==> src/hw/rtl/dbrc_pkg.sv <==
package dbrc_pkg;

  localparam int unsigned TimeW   = 64;
  localparam int unsigned MinW    = 30;
  localparam int unsigned RatioW  = 24;
  localparam int unsigned RateW   = 22;
  localparam int unsigned PktW    = 17;
  localparam int unsigned GapW    = 15;
  localparam int unsigned FrameW  = 32;
  localparam int unsigned WinW    = 40;
  localparam int unsigned PeriodW = 30;
  localparam int unsigned PayW    = 16;
  localparam int unsigned CfgAW   = 3;
  localparam int unsigned CfgDW   = 40;

  // divider operand widths
  localparam int unsigned DivRW = 30;
  localparam int unsigned DivSW = 24;
  localparam int unsigned DivCW = 5;

  localparam logic [MinW-1:0]   SentinelNs = 30'd1000000000;
  localparam logic [RatioW-1:0] RatioMax   = 24'd16777215;
  localparam logic [RatioW-1:0] ThLow      = 24'd55705;
  localparam logic [RatioW-1:0] ThOne      = 24'd65536;
  localparam logic [16:0]       MulUp      = 17'd68813;
  localparam logic [16:0]       MulDown    = 17'd45875;
  localparam logic [RateW:0]    AddStep    = 23'd6554;
  localparam logic [14:0]       BytesMul   = 15'd16660;
  localparam logic [22:0]       GapMul     = 23'd6666664;
  localparam logic [8:0]        GapDiv     = 9'd500;
  localparam logic [RateW-1:0]  RateReset  = 22'd655360;

  localparam logic [WinW-1:0]    WinReset    = 40'd10000000000;
  localparam logic [PeriodW-1:0] PeriodReset = 30'd16666666;
  localparam logic [PayW-1:0]    PayReset    = 16'd1200;
  localparam logic [RateW-1:0]   CeilReset   = 22'd3276800;
  localparam logic [RateW-1:0]   FloorReset  = 22'd65536;

  typedef enum logic [CfgAW-1:0] {
    CFG_EXPIRY  = 3'd0,
    CFG_PERIOD  = 3'd1,
    CFG_PAYLOAD = 3'd2,
    CFG_CEIL    = 3'd3,
    CFG_FLOOR   = 3'd4
  } cfg_idx_t;

  typedef enum logic [3:0] {
    ST_NONE,
    ST_FB_EXP,
    ST_FB_MIN,
    ST_FB_DIFF,
    ST_FB_DIV,
    ST_TK_MUL,
    ST_TK_CLAMP,
    ST_TK_BYTES,
    ST_TK_PDIV,
    ST_TK_PSAT,
    ST_TK_GMUL,
    ST_TK_GDIV,
    ST_OUT
  } dp_step_t;

  typedef struct packed {
    logic     ld_in;
    dp_step_t step;
  } dp_cmd_t;

  typedef struct packed {
    logic op_tick;
    logic div_busy;
  } dp_sts_t;

endpackage

==> src/hw/rtl/delay_based_rate_controller_core.sv <==
// Channel  Direction  Handshake            Payload
// in_      slave      in_tvalid/in_tready   tdata: sent_time, recv_time, time_now; tuser: op
// out_     master     out_tvalid/out_tready tdata: util_ratio .. frame_number
// cfg_     slave      cfg_valid/cfg_ready   cfg_addr register index, cfg_data value
//
// One transaction at a time. A feedback passes through the shared bit-serial divider, which
// is skipped when the ratio saturates; a frame tick uses it twice. The divider runs
// 24 steps for the ratio, 18 for packets and 23 for the gap.
// rst_n is synchronous; no clearing pass.
// A finished result sits in the output register while the next transaction is taken;
// the result step waits only if that register is still full.
module delay_based_rate_controller_core
  import dbrc_pkg::*;
(
  input  logic               clk,
  input  logic               rst_n,
  input  logic               in_tvalid,
  output logic               in_tready,
  input  logic [191:0]       in_tdata,   // sent_time[63:0], recv_time, time_now
  input  logic               in_tuser,   // op
  output logic               out_tvalid,
  input  logic               out_tready,
  // util_ratio[23:0], min_delay[53:24], send_rate[75:54], packets_per_frame[92:76],
  // pacing_gap_us[107:93], frame_number[139:108], zero pad
  output logic [143:0]       out_tdata,
  input  logic               cfg_valid,
  output logic               cfg_ready,
  input  logic [CfgAW-1:0]   cfg_addr,
  input  logic [CfgDW-1:0]   cfg_data
);

  dp_cmd_t cmd;
  dp_sts_t sts;

  logic [RatioW-1:0] o_util;
  logic [MinW-1:0]   o_min;
  logic [RateW-1:0]  o_rate;
  logic [PktW-1:0]   o_pkts;
  logic [GapW-1:0]   o_gap;
  logic [FrameW-1:0] o_frame;

  assign cfg_ready = 1'b1;

  dbrc_ctrl u_ctrl (
    .clk        (clk),
    .rst_n      (rst_n),
    .in_tvalid  (in_tvalid),
    .in_tready  (in_tready),
    .out_tvalid (out_tvalid),
    .out_tready (out_tready),
    .sts        (sts),
    .cmd        (cmd)
  );

  dbrc_dp u_dp (
    .clk      (clk),
    .rst_n    (rst_n),
    .cmd      (cmd),
    .sts      (sts),
    .in_op    (in_tuser),
    .in_sent  (in_tdata[63:0]),
    .in_recv  (in_tdata[127:64]),
    .in_now   (in_tdata[191:128]),
    .cfg_we   (cfg_valid && cfg_ready),
    .cfg_addr (cfg_addr),
    .cfg_data (cfg_data),
    .o_util   (o_util),
    .o_min    (o_min),
    .o_rate   (o_rate),
    .o_pkts   (o_pkts),
    .o_gap    (o_gap),
    .o_frame  (o_frame)
  );

  assign out_tdata = {4'd0, o_frame, o_gap, o_pkts, o_rate, o_min, o_util};

endmodule

==> src/hw/rtl/dbrc_div.sv <==
module dbrc_div
  import dbrc_pkg::*;
(
  input  logic             clk,
  input  logic             rst_n,
  input  logic             start,
  input  logic [DivRW-1:0] rem_init,
  input  logic [DivSW-1:0] shift_in,
  input  logic [DivCW-1:0] steps,
  input  logic [DivRW-1:0] divisor,
  output logic             busy,
  output logic [DivSW-1:0] quot
);

  logic             busy_r, busy_nxt;
  logic [DivCW-1:0] cnt_r, cnt_nxt;
  logic [DivRW-1:0] rem_r, rem_nxt;
  logic [DivSW-1:0] sh_r, sh_nxt;
  logic [DivSW-1:0] q_r, q_nxt;
  logic [DivRW-1:0] dvs_r, dvs_nxt;
  logic [DivRW:0]   trial;
  logic             fits;

  // restoring division, one quotient bit per cycle
  always_comb begin
    trial    = {rem_r, sh_r[DivSW-1]};
    fits     = trial >= {1'b0, dvs_r};
    busy_nxt = busy_r;
    cnt_nxt  = cnt_r;
    rem_nxt  = rem_r;
    sh_nxt   = sh_r;
    q_nxt    = q_r;
    dvs_nxt  = dvs_r;
    if (start) begin
      busy_nxt = 1'b1;
      cnt_nxt  = steps;
      rem_nxt  = rem_init;
      sh_nxt   = shift_in;
      q_nxt    = '0;
      dvs_nxt  = divisor;
    end else if (busy_r) begin
      rem_nxt  = fits ? DivRW'(trial - {1'b0, dvs_r}) : trial[DivRW-1:0];
      sh_nxt   = {sh_r[DivSW-2:0], 1'b0};
      q_nxt    = {q_r[DivSW-2:0], fits};
      cnt_nxt  = cnt_r - 1'b1;
      busy_nxt = (cnt_r != DivCW'(1));
    end
  end

  always_ff @(posedge clk) begin
    if (!rst_n) begin
      busy_r <= 1'b0;
      cnt_r  <= '0;
    end else begin
      busy_r <= busy_nxt;
      cnt_r  <= cnt_nxt;
    end
    rem_r <= rem_nxt;
    sh_r  <= sh_nxt;
    q_r   <= q_nxt;
    dvs_r <= dvs_nxt;
  end

  assign busy = busy_r;
  assign quot = q_r;

endmodule

==> src/hw/rtl/dbrc_dp.sv <==
module dbrc_dp
  import dbrc_pkg::*;
(
  input  logic               clk,
  input  logic               rst_n,
  input  dp_cmd_t            cmd,
  output dp_sts_t            sts,
  input  logic               in_op,
  input  logic [TimeW-1:0]   in_sent,
  input  logic [TimeW-1:0]   in_recv,
  input  logic [TimeW-1:0]   in_now,
  input  logic               cfg_we,
  input  logic [CfgAW-1:0]   cfg_addr,
  input  logic [CfgDW-1:0]   cfg_data,
  output logic [RatioW-1:0]  o_util,
  output logic [MinW-1:0]    o_min,
  output logic [RateW-1:0]   o_rate,
  output logic [PktW-1:0]    o_pkts,
  output logic [GapW-1:0]    o_gap,
  output logic [FrameW-1:0]  o_frame
);

  logic [WinW-1:0]    win_r;
  logic [PeriodW-1:0] period_r;
  logic [PayW-1:0]    pay_r;
  logic [RateW-1:0]   ceil_r, floor_r;

  logic [MinW-1:0]   min_r;
  logic [TimeW-1:0]  upd_r;
  logic [RatioW-1:0] ratio_r;
  logic [RateW-1:0]  rate_r;
  logic [FrameW-1:0] frame_r;

  logic              op_r;
  logic [TimeW-1:0]  delay_r, now_r, diff_r;
  logic              sat_r;
  logic [RateW:0]    rnew_r;
  logic [17:0]       bytes_r;
  logic [PktW-1:0]   pkts_r;
  logic [22:0]       num_r;
  logic [25:0]       dg_r;

  logic [PeriodW-1:0] period_eff;
  logic [PayW-1:0]    pay_eff;
  logic               sat;
  logic [38:0]        rprod;
  logic [RateW:0]     clamp_a;
  logic [RateW-1:0]   clamp_b;
  logic [36:0]        bprod;
  logic [16:0]        rmin;
  logic [39:0]        nprod;
  logic [RatioW-1:0]  ratio_v;

  logic             div_start;
  logic [DivRW-1:0] div_rem0;
  logic [DivSW-1:0] div_sh;
  logic [DivCW-1:0] div_steps;
  logic [DivRW-1:0] div_dvs;
  logic             div_busy;
  logic [DivSW-1:0] div_q;

  assign period_eff = (period_r == '0) ? PeriodW'(1) : period_r;
  assign pay_eff    = (pay_r == '0) ? PayW'(1) : pay_r;
  assign sat        = diff_r >= {26'd0, period_eff, 8'd0};

  always_comb begin
    if (ratio_r <= ThLow) begin
      rprod = {17'd0, rate_r} * {22'd0, MulUp};
    end else begin
      rprod = {17'd0, rate_r} * {22'd0, MulDown};
    end
  end

  assign clamp_a = (rnew_r > {1'b0, ceil_r}) ? {1'b0, ceil_r} : rnew_r;
  assign clamp_b = (clamp_a < {1'b0, floor_r}) ? floor_r : clamp_a[RateW-1:0];
  assign bprod   = {15'd0, rate_r} * {22'd0, BytesMul};
  assign rmin    = (ratio_r < ThOne) ? ratio_r[16:0] : ThOne[16:0];
  assign nprod   = {23'd0, rmin} * {17'd0, GapMul};
  assign ratio_v = sat_r ? RatioMax : div_q;

  always_comb begin
    div_start = 1'b0;
    div_rem0  = '0;
    div_sh    = '0;
    div_steps = '0;
    div_dvs   = '0;
    case (cmd.step)
      ST_FB_DIV: begin
        div_start = !sat;
        div_rem0  = diff_r[37:8];
        div_sh    = {diff_r[7:0], 16'd0};
        div_steps = DivCW'(24);
        div_dvs   = period_eff;
      end
      ST_TK_PDIV: begin
        div_start = 1'b1;
        div_sh    = {bytes_r, 6'd0};
        div_steps = DivCW'(18);
        div_dvs   = {14'd0, pay_eff};
      end
      ST_TK_GDIV: begin
        div_start = 1'b1;
        div_sh    = {num_r, 1'b0};
        div_steps = DivCW'(23);
        div_dvs   = {4'd0, dg_r};
      end
      default: begin
      end
    endcase
  end

  dbrc_div u_div (
    .clk      (clk),
    .rst_n    (rst_n),
    .start    (div_start),
    .rem_init (div_rem0),
    .shift_in (div_sh),
    .steps    (div_steps),
    .divisor  (div_dvs),
    .busy     (div_busy),
    .quot     (div_q)
  );

  always_ff @(posedge clk) begin
    if (!rst_n) begin
      win_r    <= WinReset;
      period_r <= PeriodReset;
      pay_r    <= PayReset;
      ceil_r   <= CeilReset;
      floor_r  <= FloorReset;
      min_r    <= SentinelNs;
      upd_r    <= '0;
      ratio_r  <= '0;
      rate_r   <= RateReset;
      frame_r  <= '0;
      op_r     <= 1'b0;
    end else begin
      if (cfg_we) begin
        case (cfg_addr)
          CFG_EXPIRY:  win_r    <= cfg_data[WinW-1:0];
          CFG_PERIOD:  period_r <= cfg_data[PeriodW-1:0];
          CFG_PAYLOAD: pay_r    <= cfg_data[PayW-1:0];
          CFG_CEIL:    ceil_r   <= cfg_data[RateW-1:0];
          CFG_FLOOR:   floor_r  <= cfg_data[RateW-1:0];
          default: begin
          end
        endcase
      end
      if (cmd.ld_in) begin
        op_r <= in_op;
      end
      case (cmd.step)
        ST_FB_EXP: begin
          if ((now_r - upd_r) > {24'd0, win_r}) begin
            min_r <= SentinelNs;
          end
        end
        ST_FB_MIN: begin
          if (delay_r < {34'd0, min_r}) begin
            min_r <= delay_r[MinW-1:0];
            upd_r <= now_r;
          end
        end
        ST_TK_CLAMP: rate_r <= clamp_b;
        ST_OUT: begin
          if (op_r) begin
            frame_r <= frame_r + 1'b1;
          end else begin
            ratio_r <= ratio_v;
          end
        end
        default: begin
        end
      endcase
    end
  end

  // working and result registers
  always_ff @(posedge clk) begin
    if (cmd.ld_in) begin
      delay_r <= in_recv - in_sent;
      now_r   <= in_now;
    end
    case (cmd.step)
      ST_FB_DIFF: diff_r <= delay_r - {34'd0, min_r};
      ST_FB_DIV:  sat_r  <= sat;
      ST_TK_MUL: begin
        if (ratio_r > ThLow && ratio_r <= ThOne) begin
          rnew_r <= {1'b0, rate_r} + AddStep;
        end else begin
          rnew_r <= rprod[38:16];
        end
      end
      ST_TK_BYTES: bytes_r <= bprod[36:19];
      ST_TK_PSAT: begin
        if (div_q[17]) begin
          pkts_r <= '1;
        end else if (div_q[16:0] == '0) begin
          pkts_r <= PktW'(1);
        end else begin
          pkts_r <= div_q[16:0];
        end
        num_r <= nprod[38:16];
      end
      ST_TK_GMUL: dg_r <= {9'd0, pkts_r} * {17'd0, GapDiv};
      ST_OUT: begin
        o_min  <= min_r;
        o_rate <= rate_r;
        if (op_r) begin
          o_util  <= ratio_r;
          o_pkts  <= pkts_r;
          o_gap   <= div_q[GapW-1:0];
          o_frame <= frame_r;
        end else begin
          o_util  <= ratio_v;
          o_pkts  <= '0;
          o_gap   <= '0;
          o_frame <= '0;
        end
      end
      default: begin
      end
    endcase
  end

  assign sts.op_tick  = op_r;
  assign sts.div_busy = div_busy;

endmodule

==> src/hw/rtl/dbrc_ctrl.sv <==
module dbrc_ctrl
  import dbrc_pkg::*;
(
  input  logic    clk,
  input  logic    rst_n,
  input  logic    in_tvalid,
  output logic    in_tready,
  output logic    out_tvalid,
  input  logic    out_tready,
  input  dp_sts_t sts,
  output dp_cmd_t cmd
);

  typedef enum logic [3:0] {
    S_IDLE, S_DISPATCH, S_FB_EXP, S_FB_MIN, S_FB_DIFF, S_FB_DIV, S_FB_WAIT,
    S_TK_MUL, S_TK_CLAMP, S_TK_BYTES, S_TK_PDIV, S_TK_PWAIT, S_TK_PSAT,
    S_TK_GMUL, S_TK_GDIV, S_OUT
  } state_t;

  state_t state_r, state_nxt;
  logic   out_valid_r, out_valid_nxt;
  logic   out_free;

  assign out_free  = !out_valid_r || out_tready;
  assign in_tready = (state_r == S_IDLE);

  always_comb begin
    state_nxt     = state_r;
    out_valid_nxt = out_valid_r && !out_tready;
    cmd.ld_in     = 1'b0;
    cmd.step      = ST_NONE;
    case (state_r)
      S_IDLE: begin
        if (in_tvalid) begin
          cmd.ld_in = 1'b1;
          state_nxt = S_DISPATCH;
        end
      end
      S_DISPATCH: state_nxt = sts.op_tick ? S_TK_MUL : S_FB_EXP;
      S_FB_EXP: begin
        cmd.step  = ST_FB_EXP;
        state_nxt = S_FB_MIN;
      end
      S_FB_MIN: begin
        cmd.step  = ST_FB_MIN;
        state_nxt = S_FB_DIFF;
      end
      S_FB_DIFF: begin
        cmd.step  = ST_FB_DIFF;
        state_nxt = S_FB_DIV;
      end
      S_FB_DIV: begin
        cmd.step  = ST_FB_DIV;
        state_nxt = S_FB_WAIT;
      end
      S_FB_WAIT: begin
        if (!sts.div_busy) begin
          state_nxt = S_OUT;
        end
      end
      S_TK_MUL: begin
        cmd.step  = ST_TK_MUL;
        state_nxt = S_TK_CLAMP;
      end
      S_TK_CLAMP: begin
        cmd.step  = ST_TK_CLAMP;
        state_nxt = S_TK_BYTES;
      end
      S_TK_BYTES: begin
        cmd.step  = ST_TK_BYTES;
        state_nxt = S_TK_PDIV;
      end
      S_TK_PDIV: begin
        cmd.step  = ST_TK_PDIV;
        state_nxt = S_TK_PWAIT;
      end
      S_TK_PWAIT: begin
        if (!sts.div_busy) begin
          state_nxt = S_TK_PSAT;
        end
      end
      S_TK_PSAT: begin
        cmd.step  = ST_TK_PSAT;
        state_nxt = S_TK_GMUL;
      end
      S_TK_GMUL: begin
        cmd.step  = ST_TK_GMUL;
        state_nxt = S_TK_GDIV;
      end
      S_TK_GDIV: begin
        cmd.step  = ST_TK_GDIV;
        state_nxt = S_FB_WAIT;
      end
      S_OUT: begin
        if (out_free) begin
          cmd.step      = ST_OUT;
          out_valid_nxt = 1'b1;
          state_nxt     = S_IDLE;
        end
      end
      default: state_nxt = S_IDLE;
    endcase
  end

  always_ff @(posedge clk) begin
    if (!rst_n) begin
      state_r     <= S_IDLE;
      out_valid_r <= 1'b0;
    end else begin
      state_r     <= state_nxt;
      out_valid_r <= out_valid_nxt;
    end
  end

  assign out_tvalid = out_valid_r;

endmodule
==> config.mk <==
export PLATFORM = sky130hd
export DESIGN_NAME = delay_based_rate_controller_core
export DESIGN_NICKNAME = d
export VERILOG_FILES = /design/src/hw/rtl/dbrc_pkg.sv /design/src/hw/rtl/delay_based_rate_controller_core.sv /design/src/hw/rtl/dbrc_div.sv /design/src/hw/rtl/dbrc_dp.sv /design/src/hw/rtl/dbrc_ctrl.sv
export SDC_FILE = /design/constraint.sdc
export NUM_CORES = 2
export LEC_CHECK = 0
export ABC_AREA = 0
export BUFFER_PORTS_ARGS = -buffer_cell sky130_fd_sc_hd__buf_2
export CORE_MARGIN = 8
export CORE_UTILIZATION = 35
export DETAILED_ROUTE_END_ITERATION = 6
export GPL_TIMING_DRIVEN = 0
export SLEW_MARGIN = 10
export SYNTH_ARGS = -nofsm -noshare
export SYNTH_HDL_FRONTEND = slang
export SYNTH_SLANG_ARGS = --single-unit
export TNS_END_PERCENT = 20
==> constraint.sdc <==
create_clock -name clk -period 9.05 [get_ports clk]
set_clock_uncertainty 0.15 [all_clocks]
set_input_delay 0.905 -clock clk [delete_from_list [all_inputs] [get_ports clk]]
set_output_delay 0.905 -clock clk [all_outputs]
set_load 0.05 [all_outputs]
==> flow_summary.yaml <==
setup_path:
  crit-reg2reg-launch: "u_dp.rate_r[12]$_SDFFE_PN0N_"
  crit_required_ns: 9.33
  end_kind: "register"
  crit_path_top_delay_cell: "dfxtp_1"
  arrival_ns: 8.79
  regToRegSetupSlack_ns: 0.54
  rr_endpoint: "u_dp.rnew_r[10]$_DFFE_PN_"
  cpMostUsedCell: "fa_1"
  path_max_fanout: 13
  critPathBufInv: 3
  rr_worst_depth: 21
  cp-start-kind: "register"
  path_delay_family: "adder cells"
  crit_type: "reg -> reg"
  slowest_delay_ns: 1.13
  crit_chain: "inv_1, ha_1, inv_1, fa_1, inv_1, fa_1, fa_1, fa_1, fa_1, ha_1, and2_1, and3_1, a32o_1, a21oi_1, a21boi_0, o21a_1, o21a_1, o31a_1, mux2_2, nor3_1, a21oi_1"
clocking:
  clkLatencyLatePin_ns: 0.73
  clockRootBuffer: "clkbuf_16"
  clockBufferDepth: 3
  clkTransAtPathRegs_ns: 0.07
  cts_tree: "yes"
  postCtsHoldBufs: 0
  numCtsBuffers: 96
  clock_sinks: 859
  h-tree-depth: 3
grt:
  grt_usage_pct: 19.4
  grt_first_pass_wirelength_mm: 321
  grt_pass1_vias: 53630
  grt_antenna_before_repair: 10
  grt_max_degree: 65
  overflow: 0
status:
  outcome: "complete, no violations"
timing:
  hold_viol: 0
  final_max_slew_viol_count: 0
  slew_headroom_pct: 8.19
  finalSetupViolations: 0
  fin_crit_sh_pct: 94.1
  tightest_slew_ns: 1.38
  holdWs_ns: 0.206
  fin_crit_ns: 8.51
  fmax_mhz: 117
placement:
  place_congestion: 0.939
  dpl_cell_area_um2: 74700
  port_buffers: 381
  post-dp-hpwl_mm: 172
yosys:
  synthFlopType: "edfxtp_1"
  synth_edf_count: 521
  synth_cell_types: 100
  synth_area_leaders: "edfxtp_1 23%, ha_1 16%, fa_1 13%"
  synthCells: 7077
  synth_top_area_share_pct: 22.6
  synth_warnings: 0
  ys_async_sr_fraction_pct: 0
  synth-simple-area-share_pct: 12.6
  synth_seq_area_share_pct: 32.4
  avgSynthCellArea_um2: 9.76
  synth_top_family_by_area: "adder cells"
  yosys_register_bits: 859
  synth-adder-area-share_pct: 29.0
  yosysTopAreaCell: "edfxtp_1"
  synthXorXnorAreaFrac_pct: 4.21
  synth_mux_area_share_pct: 0.674
  synth_area_um2: 69100
  synth-compound-area-share_pct: 13.9
routing:
  drtPass1Iterations: 6
  routedWlPerCell_um: 20.4
  drc: 0
  drt-total-wl_mm: 210
  via_per_inst: 5.16
  drtIter0Drc: 4175
  final_antenna_net_count: 0
  vias: 53180
worst_hold_path:
  hold_depth: 1
  holdCritStartpoint: "in_tdata[156]"
  hold_path_class: "in -> reg"
  whs_endpoint: "u_dp.now_r[28]$_DFFE_PP_"
pwr:
  powerDensity_nw_per_um2: 134
  leakage_nw: 34.4
  power.total_mw: 10.5
  peakVddDrop_mv: 0.153
floorplan:
  die_width_um: 460
  dieArea_um2: 212000
  die_h_um: 460
  initial_utilization_pct: 35.1
  io_pins: 388
  rows: 163
  core_um2: 197000
run:
  cap_viol_max_count: 0
finish:
  fin_nets: 9163
  final_common_cell: "inv_1"
  nFillCells: 19359
  drive_gt1_share_pct: 8.85
  stdcell_area_um2: 77800
  layout_common_cells: "1,059 x inv_1, 896 x ha_1, 723 x nand2_1"
  area_growth_pct: 12.6
[worst reg2reg max path: stages (launching register included)]
cell and delay [ns]:
dfxtp_1 1.13, inv_1 0.65, ha_1 0.74, inv_1 0.11, fa_1 0.52, inv_1 0.06
fa_1 0.46, fa_1 0.42, fa_1 0.52, fa_1 0.45, ha_1 0.33, and2_1 0.18
and3_1 0.19, a32o_1 0.21, a21oi_1 0.37, a21boi_0 0.22, o21a_1 0.25, o21a_1 0.22
o31a_1 0.28, mux2_2 0.29, nor3_1 0.40, a21oi_1 0.07
[per-stage QoR]
stage	util [%]	setup slack [ns]	setup TNS (ns)	std cells
after floorplan	-	1.50	0	7080
after global placement	37.8	-0.412	-49.95	10101
after detailed placement	38.0	-0.147	-0.212	10124
after CTS	39.5	0.109	0	10306
after global routing	39.5	-0.0357	-0.0403	10314
final	39.5	0.538	0	10316
[flip-flops by register name, summed over array words and instances (netlist names), 24 cells and up]
register / count
u_dp.delay_r: 64
u_dp.diff_r: 64
u_dp.now_r: 64
u_dp.upd_r: 64
u_dp.win_r: 40
u_dp.frame_r: 32
u_dp.o_frame: 32
u_dp.min_r: 30
u_dp.o_min: 30
u_dp.period_r: 30
u_dp.u_div.dvs_r: 30
u_dp.u_div.rem_r: 30
u_dp.dg_r: 24
u_dp.o_util: 24
u_dp.ratio_r: 24
u_dp.u_div.quot: 24
[where the power goes]
| part | switching (mW) | internal, mW | leakage [nW] | total (mW) |
|---|---|---|---|---|
| clock | 1.70 | 2.15 | 1.47 | 3.85 |
| sequential | 0.162 | 4.37 | 7.47 | 4.53 |
| combinational | 1.28 | 0.795 | 25.5 | 2.07 |
[cell usage after synthesis (115+ instances only)]
library cell and number:
a21boi_0 217, a21o_1 173, a21oi_1 280, and2_1 134
clkbuf_1 187, dfxtp_1 338, edfxtp_1 521, fa_1 440
ha_1 896, inv_1 1059, nand2_1 723, nand3_1 148
nand4_1 115, nor2_1 279, o21ai_0 239, xnor2_1 236
[cell families after synthesis]
| kind of cell | Yosys count |
|---|---|
| fa+ha+maj | 1336 |
| other cells | 2 |
| xor+xnor | 332 |
| flops | 859 |
| compound gates | 1407 |
| mux | 46 |
| simple gates | 1810 |
| buf+inv | 1285 |
[layer usage]
layer  global-route usage, %  share of wire [%]  vias up  wire, um
li1                        -                  -    25348         -
met1                    26.9                 46    25915     95700
met2                    31.0                 45     1600     94200
met3                    3.18                6.5      317     13600
met4                    5.91                3.2        0      6630
met5                       0                  0        -         0
[timing repair]
action	4_1_cts	5_1_grt
cloned	0	0
pin swaps	1	1
resized for setup	2	3
setup buffers	0	4
setup endpoints to repair	5	15
[how the worst max path moves through the flow]
stage                             startpoint                         to  slack, ns  cells after the start
2_1_floorplan  u_dp.ratio_r[20]$_SDFFE_PN0N_   u_dp.num_r[12]$_DFFE_PN_       1.50                     27
3_3_place_gp                      out_tready   u_dp.o_rate[8]$_DFFE_PN_      -0.41                      7
4_1_cts        u_dp.ratio_r[20]$_SDFFE_PN0N_   u_dp.num_r[12]$_DFFE_PN_       0.11                     29
6_report        u_dp.rate_r[12]$_SDFFE_PN0N_  u_dp.rnew_r[10]$_DFFE_PN_       0.54                     21
3_5_place_dp   u_dp.ratio_r[20]$_SDFFE_PN0N_   u_dp.num_r[12]$_DFFE_PN_      -0.15                     28
5_1_grt        u_dp.ratio_r[20]$_SDFFE_PN0N_   u_dp.num_r[12]$_DFFE_PN_      -0.04                     30
[cell type report]
type / instances / area [um^2] / area share [%]
multi-input combinational: 4936 / 41800 / 53.7
sequential: 859 / 22400 / 28.8
inverter: 1061 / 3980 / 5.12
tap: 2640 / 3300 / 4.24
clock buffer: 137 / 2690 / 3.46
timing repair buffer: 408 / 2270 / 2.92
buffer: 224 / 1010 / 1.30
clock inverter: 45 / 365 / 0.469
antenna: 6 / 15.0 / 0.0193
No activity file was read; power rests on OpenSTA's default activity.
